### config.mk
export PLATFORM = sky130hd
export DESIGN_NAME = lrpw_walk
export DESIGN_NICKNAME = d
export VERILOG_FILES = /design/src/sv/lrpw_pkg.sv /design/src/sv/lrpw_walk.sv
export SDC_FILE = /design/constraint.sdc
export NUM_CORES = 1
export LEC_CHECK = 0
export ABC_AREA = 1
export ABC_CLOCK_PERIOD_IN_PS = 5700
export BUFFER_PORTS_ARGS = -buffer_cell sky130_fd_sc_hd__buf_2
export CAP_MARGIN = 0
export CORE_MARGIN = 4
export CORE_UTILIZATION = 54
export DETAILED_ROUTE_END_ITERATION = 8
export PLACE_DENSITY = 0.79
export SYNTH_ARGS = -nofsm -noshare
export SYNTH_HDL_FRONTEND = slang
export SYNTH_SLANG_ARGS = --single-unit
### constraint.sdc
create_clock -name clk -period 5.7 [get_ports clk]
set_input_delay 0.285 -clock clk [delete_from_list [all_inputs] [get_ports clk]]
set_output_delay 0.285 -clock clk [all_outputs]
set_load 0.05 [all_outputs]
### src/sv/lrpw_pkg.sv
// ----------------------------------------------------------------------------
// lrpw_pkg: shared types and constants of the line rasterizer pixel writer
// Request payloads, register indexes and the configuration register bundle.
// ----------------------------------------------------------------------------
package lrpw_pkg;

	localparam int COORD_BITS = 8;
	localparam int COLOR_BITS = 16;
	localparam int INDEX_BITS = 16;
	localparam int REG_IDX_BITS = 3;
	// The combined error term can reach about 1.5 times the largest delta in
	// either direction, so it carries two bits beyond a coordinate.
	localparam int ERR_BITS = COORD_BITS + 2;

	localparam logic [COLOR_BITS-1:0] WHITE_565 = 16'hFFFF;
	localparam logic [COLOR_BITS-1:0] COLOR_CODE_FG = 16'h0001;
	localparam logic [COLOR_BITS-1:0] COLOR_CODE_BG = 16'h0000;

	localparam logic CMD_TICK = 1'b0;
	localparam logic CMD_START = 1'b1;

	localparam logic [COORD_BITS-1:0] RST_FRAME_WIDTH = 8'd160;
	localparam logic [COORD_BITS-1:0] RST_FRAME_HEIGHT = 8'd80;

	typedef enum logic [REG_IDX_BITS-1:0] {
		REG_FRAME_WIDTH      = 3'd0,
		REG_FRAME_HEIGHT     = 3'd1,
		REG_OVERRIDE_COLOR   = 3'd2,
		REG_TEXT_COLOR       = 3'd3,
		REG_BACKGROUND_COLOR = 3'd4
	} lrpw_reg_idx_t;

	typedef struct packed {
		logic                  cmd;
		logic [COORD_BITS-1:0] x_start;
		logic [COORD_BITS-1:0] y_start;
		logic [COORD_BITS-1:0] x_end;
		logic [COORD_BITS-1:0] y_end;
		logic [COLOR_BITS-1:0] color;
	} lrpw_item_t;

	typedef struct packed {
		logic [COORD_BITS-1:0] pixel_x;
		logic [COORD_BITS-1:0] pixel_y;
		logic [INDEX_BITS-1:0] pixel_index;
		logic [COLOR_BITS-1:0] pixel_color;
		logic                  write_enable;
		logic                  last;
		logic                  busy_res;
	} lrpw_pixel_t;

	typedef struct packed {
		logic [REG_IDX_BITS-1:0] reg_index;
		logic [COLOR_BITS-1:0]   wr_data;
	} lrpw_cfg_wr_t;

	typedef struct packed {
		logic [COORD_BITS-1:0] frame_width;
		logic [COORD_BITS-1:0] frame_height;
		logic [COLOR_BITS-1:0] override_color;
		logic [COLOR_BITS-1:0] text_color;
		logic [COLOR_BITS-1:0] background_color;
	} lrpw_regs_t;

endpackage

### src/sv/lrpw_walk.sv
// ----------------------------------------------------------------------------
// lrpw_walk: Bresenham walk state and single-step pixel logic
// Builds the pixel for one request and advances the walk when told to.
// ----------------------------------------------------------------------------
module lrpw_walk (
	input  logic                 clk,
	input  logic                 arst_n,
	input  logic                 advance,
	input  lrpw_pkg::lrpw_item_t item,
	input  lrpw_pkg::lrpw_regs_t regs,
	output lrpw_pkg::lrpw_pixel_t pixel
);
	import lrpw_pkg::*;

	logic [COORD_BITS-1:0] cur_x_q, cur_y_q, tgt_x_q, tgt_y_q, dx_q, dy_q;
	logic                  step_left_q, step_up_q, active_q;
	logic signed [ERR_BITS-1:0] err_q;
	logic [COLOR_BITS-1:0] color_q;

	logic [COORD_BITS-1:0] cx, cy, tx, ty, dx, dy;
	logic                  sl, su, emit, in_frame, at_end, move_x, move_y;
	logic signed [ERR_BITS-1:0] err, err_nxt;
	logic signed [ERR_BITS:0]   e2, dx_ext, dy_ext;
	logic [COLOR_BITS-1:0] lcolor, mapped;
	logic [2*COORD_BITS:0] index_full;
	logic [COORD_BITS-1:0] cx_nxt, cy_nxt;
	logic                  active_nxt;

	function automatic logic [COLOR_BITS-1:0] map_color(
		input logic [COLOR_BITS-1:0] c,
		input lrpw_regs_t r
	);
		logic [COLOR_BITS-1:0] res;
		if (c == COLOR_CODE_FG) begin
			if (r.override_color != '0) res = r.override_color;
			else if (r.text_color != '0) res = r.text_color;
			else res = WHITE_565;
		end else if (c == COLOR_CODE_BG) begin
			res = r.background_color;
		end else begin
			res = c;
		end
		return res;
	endfunction

	always_comb begin
		if (item.cmd == CMD_START) begin
			cx = item.x_start;
			cy = item.y_start;
			tx = item.x_end;
			ty = item.y_end;
			dx = (item.x_end >= item.x_start) ? item.x_end - item.x_start
				: item.x_start - item.x_end;
			dy = (item.y_end >= item.y_start) ? item.y_end - item.y_start
				: item.y_start - item.y_end;
			sl = !(item.x_start < item.x_end);
			su = !(item.y_start < item.y_end);
			err = signed'(ERR_BITS'(dx)) - signed'(ERR_BITS'(dy));
			lcolor = item.color;
			emit = 1'b1;
		end else begin
			cx = cur_x_q;
			cy = cur_y_q;
			tx = tgt_x_q;
			ty = tgt_y_q;
			dx = dx_q;
			dy = dy_q;
			sl = step_left_q;
			su = step_up_q;
			err = err_q;
			lcolor = color_q;
			emit = active_q;
		end

		in_frame = (cx < regs.frame_width) && (cy < regs.frame_height);
		at_end = (cx == tx) && (cy == ty);
		index_full = (2*COORD_BITS+1)'(cy) * (2*COORD_BITS+1)'(regs.frame_width)
			+ (2*COORD_BITS+1)'(cx);
		mapped = map_color(lcolor, regs);

		e2 = {err, 1'b0};
		dx_ext = signed'((ERR_BITS+1)'(dx));
		dy_ext = signed'((ERR_BITS+1)'(dy));
		move_x = e2 > -dy_ext;
		move_y = e2 < dx_ext;
		err_nxt = err;
		cx_nxt = cx;
		cy_nxt = cy;
		if (move_x) begin
			cx_nxt = sl ? cx - 1'b1 : cx + 1'b1;
		end
		if (move_y) begin
			cy_nxt = su ? cy - 1'b1 : cy + 1'b1;
		end
		case ({move_x, move_y})
			2'b10: err_nxt = err - signed'(ERR_BITS'(dy));
			2'b01: err_nxt = err + signed'(ERR_BITS'(dx));
			2'b11: err_nxt = err - signed'(ERR_BITS'(dy)) + signed'(ERR_BITS'(dx));
			default: err_nxt = err;
		endcase
		active_nxt = emit && !at_end;

		if (emit) begin
			pixel.pixel_x = cx;
			pixel.pixel_y = cy;
			pixel.pixel_index = in_frame ? index_full[INDEX_BITS-1:0] : '0;
			pixel.pixel_color = mapped;
			pixel.write_enable = in_frame;
			pixel.last = at_end;
			pixel.busy_res = !at_end;
		end else begin
			pixel = '0;
		end
	end

	// Only the activity flag needs a reset value for correct behavior, but
	// all walk state is cleared to match the idle state after reset.
	always_ff @(posedge clk or negedge arst_n) begin
		if (!arst_n) begin
			cur_x_q <= '0;
			cur_y_q <= '0;
			tgt_x_q <= '0;
			tgt_y_q <= '0;
			dx_q <= '0;
			dy_q <= '0;
			step_left_q <= 1'b0;
			step_up_q <= 1'b0;
			err_q <= '0;
			color_q <= '0;
			active_q <= 1'b0;
		end else if (advance && emit) begin
			tgt_x_q <= tx;
			tgt_y_q <= ty;
			dx_q <= dx;
			dy_q <= dy;
			step_left_q <= sl;
			step_up_q <= su;
			color_q <= lcolor;
			active_q <= active_nxt;
			if (!at_end) begin
				cur_x_q <= cx_nxt;
				cur_y_q <= cy_nxt;
				err_q <= err_nxt;
			end else begin
				cur_x_q <= cx;
				cur_y_q <= cy;
				err_q <= err;
			end
		end
	end

endmodule

==> results of run 1 <==
synth_stat cells, types with 4 or more instances:
cell type  instances  area (um2)
nand2_1          424        1590
inv_1            287        1080
o21ai_0          169         846
ha_1             130        1630
nor2_1           117         439
a21oi_1           81         405
dfrtp_1           77        1930
nand3_1           57         285
fa_1              52        1040
clkbuf_1          34         128
xor2_1            34         298
a211oi_1          26         195
or2_2             26         163
xnor2_1           21         184
nand4_1           17         106
o21ai_1           15        75.1
nand2_2           13        81.3
buf_2             10        50.1
a31oi_1            9        56.3
inv_2              9        33.8
nor3_1             9        45.0
nand3_2            8        80.1
nor4_1             8        50.1
clkinv_1           7        26.3
buf_4              6        45.0
o21bai_1           6        45.0
o21a_1             5        37.5
o31ai_1            5        37.5
o2111ai_1          4        35.0
report_power, final:
group          switching (mW)  internal [mW]  total [mW]
Sequential             0.0925          0.711       0.804
Combinational            4.00           2.70        6.70
Clock                   0.253          0.395       0.648
Total                    4.34           3.81        8.15
cell type report:
class                           count  area, um2
Sequential cell                    77       1930
Multi-Input combinational cell   1282       8690
Tap cell                          275        344
Timing Repair Buffer              380       2530
Fill cell                        1713       5980
Clock buffer                       10        239
Inverter                          304       1160
Clock inverter                      6       86.3
cell families (layout without fill, tap and decap cells):
group	after synthesis	after routing	share of synthesized area
muxes	2	2	0.00175
DFF	77	77	0.168
buffers and inverters	358	700	0.122
xor gates and xnor gates	55	55	0.0421
and+or+nand+nor	699	699	0.264
adders and majority gates	182	182	0.233
AOI/OAI and AO/OA	344	344	0.169
flip-flops by register name, indices dropped and copies added (netlist names):
signal / cells
dx_q: 8
tgt_x_q: 8
err_q: 10
dy_q: 8
color_q: 16
tgt_y_q: 8
cur_y_q: 8
step_up_q: 1
cur_x_q: 8
step_left_q: 1
active_q: 1
what timing repair did:
action,in CTS,in global routing
resized for setup,25,129
gates cloned,0,0
pin swaps,8,102
setup buffers,4,19
endpoints found under the setup margin,4,10
routing by layer:
metal  share of wire  global-route usage  wire length (um)  vias up
met2            0.46               0.487             17200      566
met1            0.43               0.427             16300     6006
met3           0.080              0.0318              3030       79
met5               0                   0                 0        -
li1                -                   -                 -     6178
met4           0.030              0.0892              1130        0
critical path, delay by kind of cell:
| family | cells | cell delay [ns] |
|---|---|---|
| and+or+nand+nor | 23 | 2.19 |
| buffers and inverters | 5 | 0.31 |
| xor gates and xnor gates | 1 | 0.15 |
| adders and majority gates | 6 | 1.68 |
| AOI/OAI and AO/OA | 10 | 1.35 |
path summary, 6_finish.rpt:
| kind | from | endpoint | cells past startpoint |
|---|---|---|---|
| min in group clk | item[15] | color_q[15]$_DFFE_PN0P_ | 3 |
| hold reg to reg | color_q[7]$_DFFE_PN0P_ | color_q[7]$_DFFE_PN0P_ | 2 |
| setup reg to reg | dy_q[0]$_DFFE_PN0P_ | err_q[8]$_DFFE_PN0P_ | 34 |
| hold / removal | arst_n | color_q[3]$_DFFE_PN0P_ | 1 |
| setup / recovery | item[24] | err_q[8]$_DFFE_PN0P_ | 45 |
| max in group asynchronous | arst_n | tgt_x_q[0]$_DFFE_PN0P_ | 1 |
==> results.txt, run 1 <==
Distinct cells, synth -> 59
Fraction of registers with async set/reset -> 1.00
Die footprint -> 23600 um2
Maxcap violations -> 0
Critical Path Max Stage Delay -> 0.40 ns
Seq cells post-synth -> 77
Worst path arrival time -> 5.99 ns
Final instance area -> 15000 um2
Worst-margin pin slew -> 1.11 ns
Iter 0 DRT Violations -> 1122
Max-slew violations -> 0
Gpl congestion -> 0.987
Total Negative Setup Slacks -> -0.0132 ns
Syn Nets -> 2015
CTS root buf -> clkbuf_16
Core Area -> 21000 um2
Setup Skew -> 0.0104 ns
Rows -> 53
Clock Latency Late Sink -> 0.36 ns
Antenna-violating nets left -> 0
Final setup violation count -> 1
CTS tree -> done
Initial antenna violation count -> 0
Most frequent cells in the layout -> nand2_1 (399), inv_1 (268), buf_4 (207)
Yosys warnings -> 0
RSZ-0062 raised after global routing -> yes
Ports -> 167
CP max FO -> 8
Starting Density -> 0.547
Post-Route WL -> 37.6 mm
ANT cells -> 0
Avg Cell Area, Syn -> 6.67 um2
Number of global-route vias before repair -> 12200
Number of buffers added on ports -> 166
Synth Instances -> 1717
Share of cells above drive strength 1 -> 0.288
Primary FF master, synth -> dfrtp_1
Post-Layout Cell Count -> 2334
TritonCTS Buffers -> 9
PwrDens -> 544 nW/um2
Leading cell type in the layout, fill and taps excluded -> nand2_1
Status -> finished with violations
GRT Total Usage -> 0.301
Largest net degree at the start of global routing -> 94
Max Fclk -> 175 MHz
Via density -> 5.50
Seq/Total Area, Yosys -> 0.168
Final Hold Vio Count -> 0
CP required -> 5.98 ns
Tcrit/Tclk final -> 1.00
CTS Hold Bufs -> 0
Grt ovf -> 0
Post-synth EDFFs -> 0
Highest-delay cell along the critical path -> fa_2
Nets -> 2352
Residual DRC -> 0
CP most frequent cell -> nand2_1
Max VDD drop -> 1140 uV
Tot Pwr -> 8.15 mW
Min Tclk post-route -> 5.71 ns
Die span in y -> 154 um
Slew HR -> 0.262
Clk sinks -> 77
Worst Setup Slack post-DPL -> -0.389 ns
CP Class -> input pin to register
Min-delay worst type -> input pin to async pin
Mapped cell area -> 11500 um2
WL/cell -> 16.1 um
Post-DP HPWL -> 29.4 mm
Static Leakage -> 8.17 nW
Cell Area, Placed -> 14000 um2
Routed via count -> 12800
First-pass GRT wire length -> 58.8 mm
Worst reg-to-reg setup slack -> 1.01 ns
Final worst slack -> -0.0132 ns
Final core utilization -> 0.715
Clock Tree Buf Depth -> 2
Die W -> 154 um
Critical path startpoint category -> input pin
Initial DRT Pass Iterations -> 6
Area Growth Syn to Fin -> 30.8%
Placed cells -> 2297
Clock slew at reported path FFs -> 0.07 ns
Worst Setup End Kind -> register
Htree depth -> 3
Failing checks -> setup timing
Hold slack -> 0.0670 ns
Note: power is estimated with default switching activity, not from simulation.
==> run 2, diff against run 1 <==
--- a/config.mk
+++ b/config.mk
@@ -10,9 +10,10 @@
 export BUFFER_PORTS_ARGS = -buffer_cell sky130_fd_sc_hd__buf_2
 export CAP_MARGIN = 0
 export CORE_MARGIN = 4
-export CORE_UTILIZATION = 54
+export CORE_UTILIZATION = 55
+export CTS_BUF_LIST = sky130_fd_sc_hd__clkbuf_8
 export DETAILED_ROUTE_END_ITERATION = 8
-export PLACE_DENSITY = 0.79
+export PLACE_DENSITY = 0.8
 export SYNTH_ARGS = -nofsm -noshare
 export SYNTH_HDL_FRONTEND = slang
 export SYNTH_SLANG_ARGS = --single-unit
==> run 2 against run 1 <==
  * The flow still finishes with violations (setup timing)
  * Critical path type unchanged
  * Via count increased by 5.1%
  * Combinational power increased by 8.5%
  * Sequential power about the same
  * Maximum frequency decreased by 1.5%
  * Register-to-register slack got worse by 0.14 ns
  * Clock power decreased by 24%
==> results.txt, run 2 (synthesis results as in run 1) <==
Status -> finished with violations
Failing checks -> setup timing
Share of cells above drive strength 1 -> 0.296
Clock Latency Late Sink -> 0.39 ns
Nets -> 2369
Die W -> 152 um
Met2 Usage GRT -> 0.512
Worst path arrival time -> 6.07 ns
First-pass GRT wire length -> 60.9 mm
CP most frequent cell -> nand2_1
Post-Route WL -> 40.6 mm
Biggest regs -> color_q: 16 flops, err_q: 10 flops
CP Class -> input pin to register
Min Tclk post-route -> 5.80 ns
Core Area -> 20400 um2
Final Hold Vio Count -> 0
Biggest register -> color_q
Clk sinks -> 77
Die footprint -> 23200 um2
Critical Path Max Stage Delay -> 0.40 ns
GRT Total Usage -> 0.313
Max-slew violations -> 0
CTS tree -> done
Cell Area, Placed -> 14000 um2
Met3 usage -> 0.0435
Number of global-route vias before repair -> 12700
TritonCTS Buffers -> 9
Most frequent cells in the layout -> nand2_1 (400), inv_1 (268), buf_4 (220)
CTS root buf -> clkbuf_8
WL/cell -> 17.3 um
Ports -> 167
Iter 0 DRT Violations -> 1494
Initial DRT Pass Iterations -> 6
Final worst slack -> -0.102 ns
Final core utilization -> 0.741
ANT cells -> 0
Max VDD drop -> 1110 uV
Worst-margin pin slew -> 1.01 ns
Setup Skew -> 0.0176 ns
CP required -> 5.97 ns
Largest net degree at the start of global routing -> 94
Grt ovf -> 0
GR peak layer -> met2
Via density -> 5.75
Clock slew at reported path FFs -> 0.10 ns
Htree depth -> 3
Slew HR -> 0.324
Initial antenna violation count -> 0
RSZ-0062 raised after global routing -> yes
Highest-delay cell along the critical path -> a311o_1
Final instance area -> 15100 um2
Die span in y -> 152 um
Area Growth Syn to Fin -> 31.8%
CP max FO -> 11
Antenna-violating nets left -> 0
Gpl congestion -> 0.989
Critical path startpoint category -> input pin
Final setup violation count -> 5
Min-delay worst type -> input pin to register
PwrDens -> 567 nW/um2
Number of buffers added on ports -> 166
Worst Setup End Kind -> register
Kind of cell adding the most delay to the critical path -> compound AO/OA/AOI/OAI gates
Tcrit/Tclk final -> 1.02
Maxcap violations -> 0
Residual DRC -> 0
Static Leakage -> 8.22 nW
Max Fclk -> 172 MHz
Post-DP HPWL -> 30.1 mm
Starting Density -> 0.562
Clock Tree Buf Depth -> 2
Leading cell type in the layout, fill and taps excluded -> nand2_1
Buf+Inv Stages, Crit Path -> 9
Met1 usage -> 0.428
Rows -> 52
Routed via count -> 13500
Max reg flops -> 16
## run 2: changes by cell type in the layout (fill, tap and decap cells not counted), moves of 3 or more
cell / delta
clkbuf_16: -9
buf_4: +13
clkinv_2: -3
clkbuf_8: +9
nor2_1: -4
nor2_4: +3
## run 2: stage by stage
| step | total power, mW | hold slack, ns | setup WS, ns | cells | TNS [ns] |
|---|---|---|---|---|---|
| finish | 8.56 | 0.269 | -0.102 | 2346 | -0.355 |
| global route | 9.24 | 0.276 | -0.325 | 2346 | -2.27 |
| CTS | 7.24 | 0.254 | -0.0206 | 2313 | -0.0206 |
| detailed placement | 6.60 | 0.136 | -0.457 | 2296 | -2.10 |
| global placement | 6.36 | 0.138 | -0.162 | 2296 | -0.746 |
| floorplan | 4.80 | -0.0106 | -0.112 | 1717 | -0.249 |
## run 2: repair_timing
action	CTS	global route
setup endpoints to repair	8	11
gates resized for setup	20	148
pin swaps	3	111
hold endpoints to repair	10	0
setup buffers	0	33
hold buffers	1	0
cloned	0	1
## run 2: tightest hold or removal path, cell delays in order
cell,delay [ns]
buf_2,0.08
mux2i_1,0.09
o21ai_0,0.15
## run 2: per-layer routing
layer	wire length [um]	part of all wire
met5	0	0
met4	1660	0.041
met1	16200	0.40
met2	18900	0.47
met3	3840	0.095
## run 2: final timing paths
path	from	to	slack, ns	cells after the start
worst max-delay path	item[24]	err_q[8]$_DFFE_PN0P_	-0.10	42
worst min-delay path	item[15]	color_q[15]$_DFFE_PN0P_	0.27	3
worst max register to register	dy_q[0]$_DFFE_PN0P_	err_q[9]$_DFFE_PN0P_	0.87	37
worst min register to register	color_q[6]$_DFFE_PN0P_	color_q[6]$_DFFE_PN0P_	0.49	2
max in group asynchronous	arst_n	tgt_x_q[1]$_DFFE_PN0P_	4.27	3
min in group asynchronous	arst_n	tgt_x_q[3]$_DFFE_PN0P_	0.28	2
## run 2: cell type report
class | instances | area (um2)
sequential | 77 | 1930
fill | 1498 | 5270
tap | 270 | 338
timing repair buffer | 396 | 2680
inverter | 304 | 1170
clock inverter | 6 | 87.6
multi-input combinational | 1283 | 8760
clock buffer | 10 | 138
## run 2: power by group
group / internal, mW / switching, mW
Clock: 0.258 / 0.232
Combinational: 2.99 / 4.28
Sequential: 0.710 / 0.0926
Total: 3.96 / 4.61
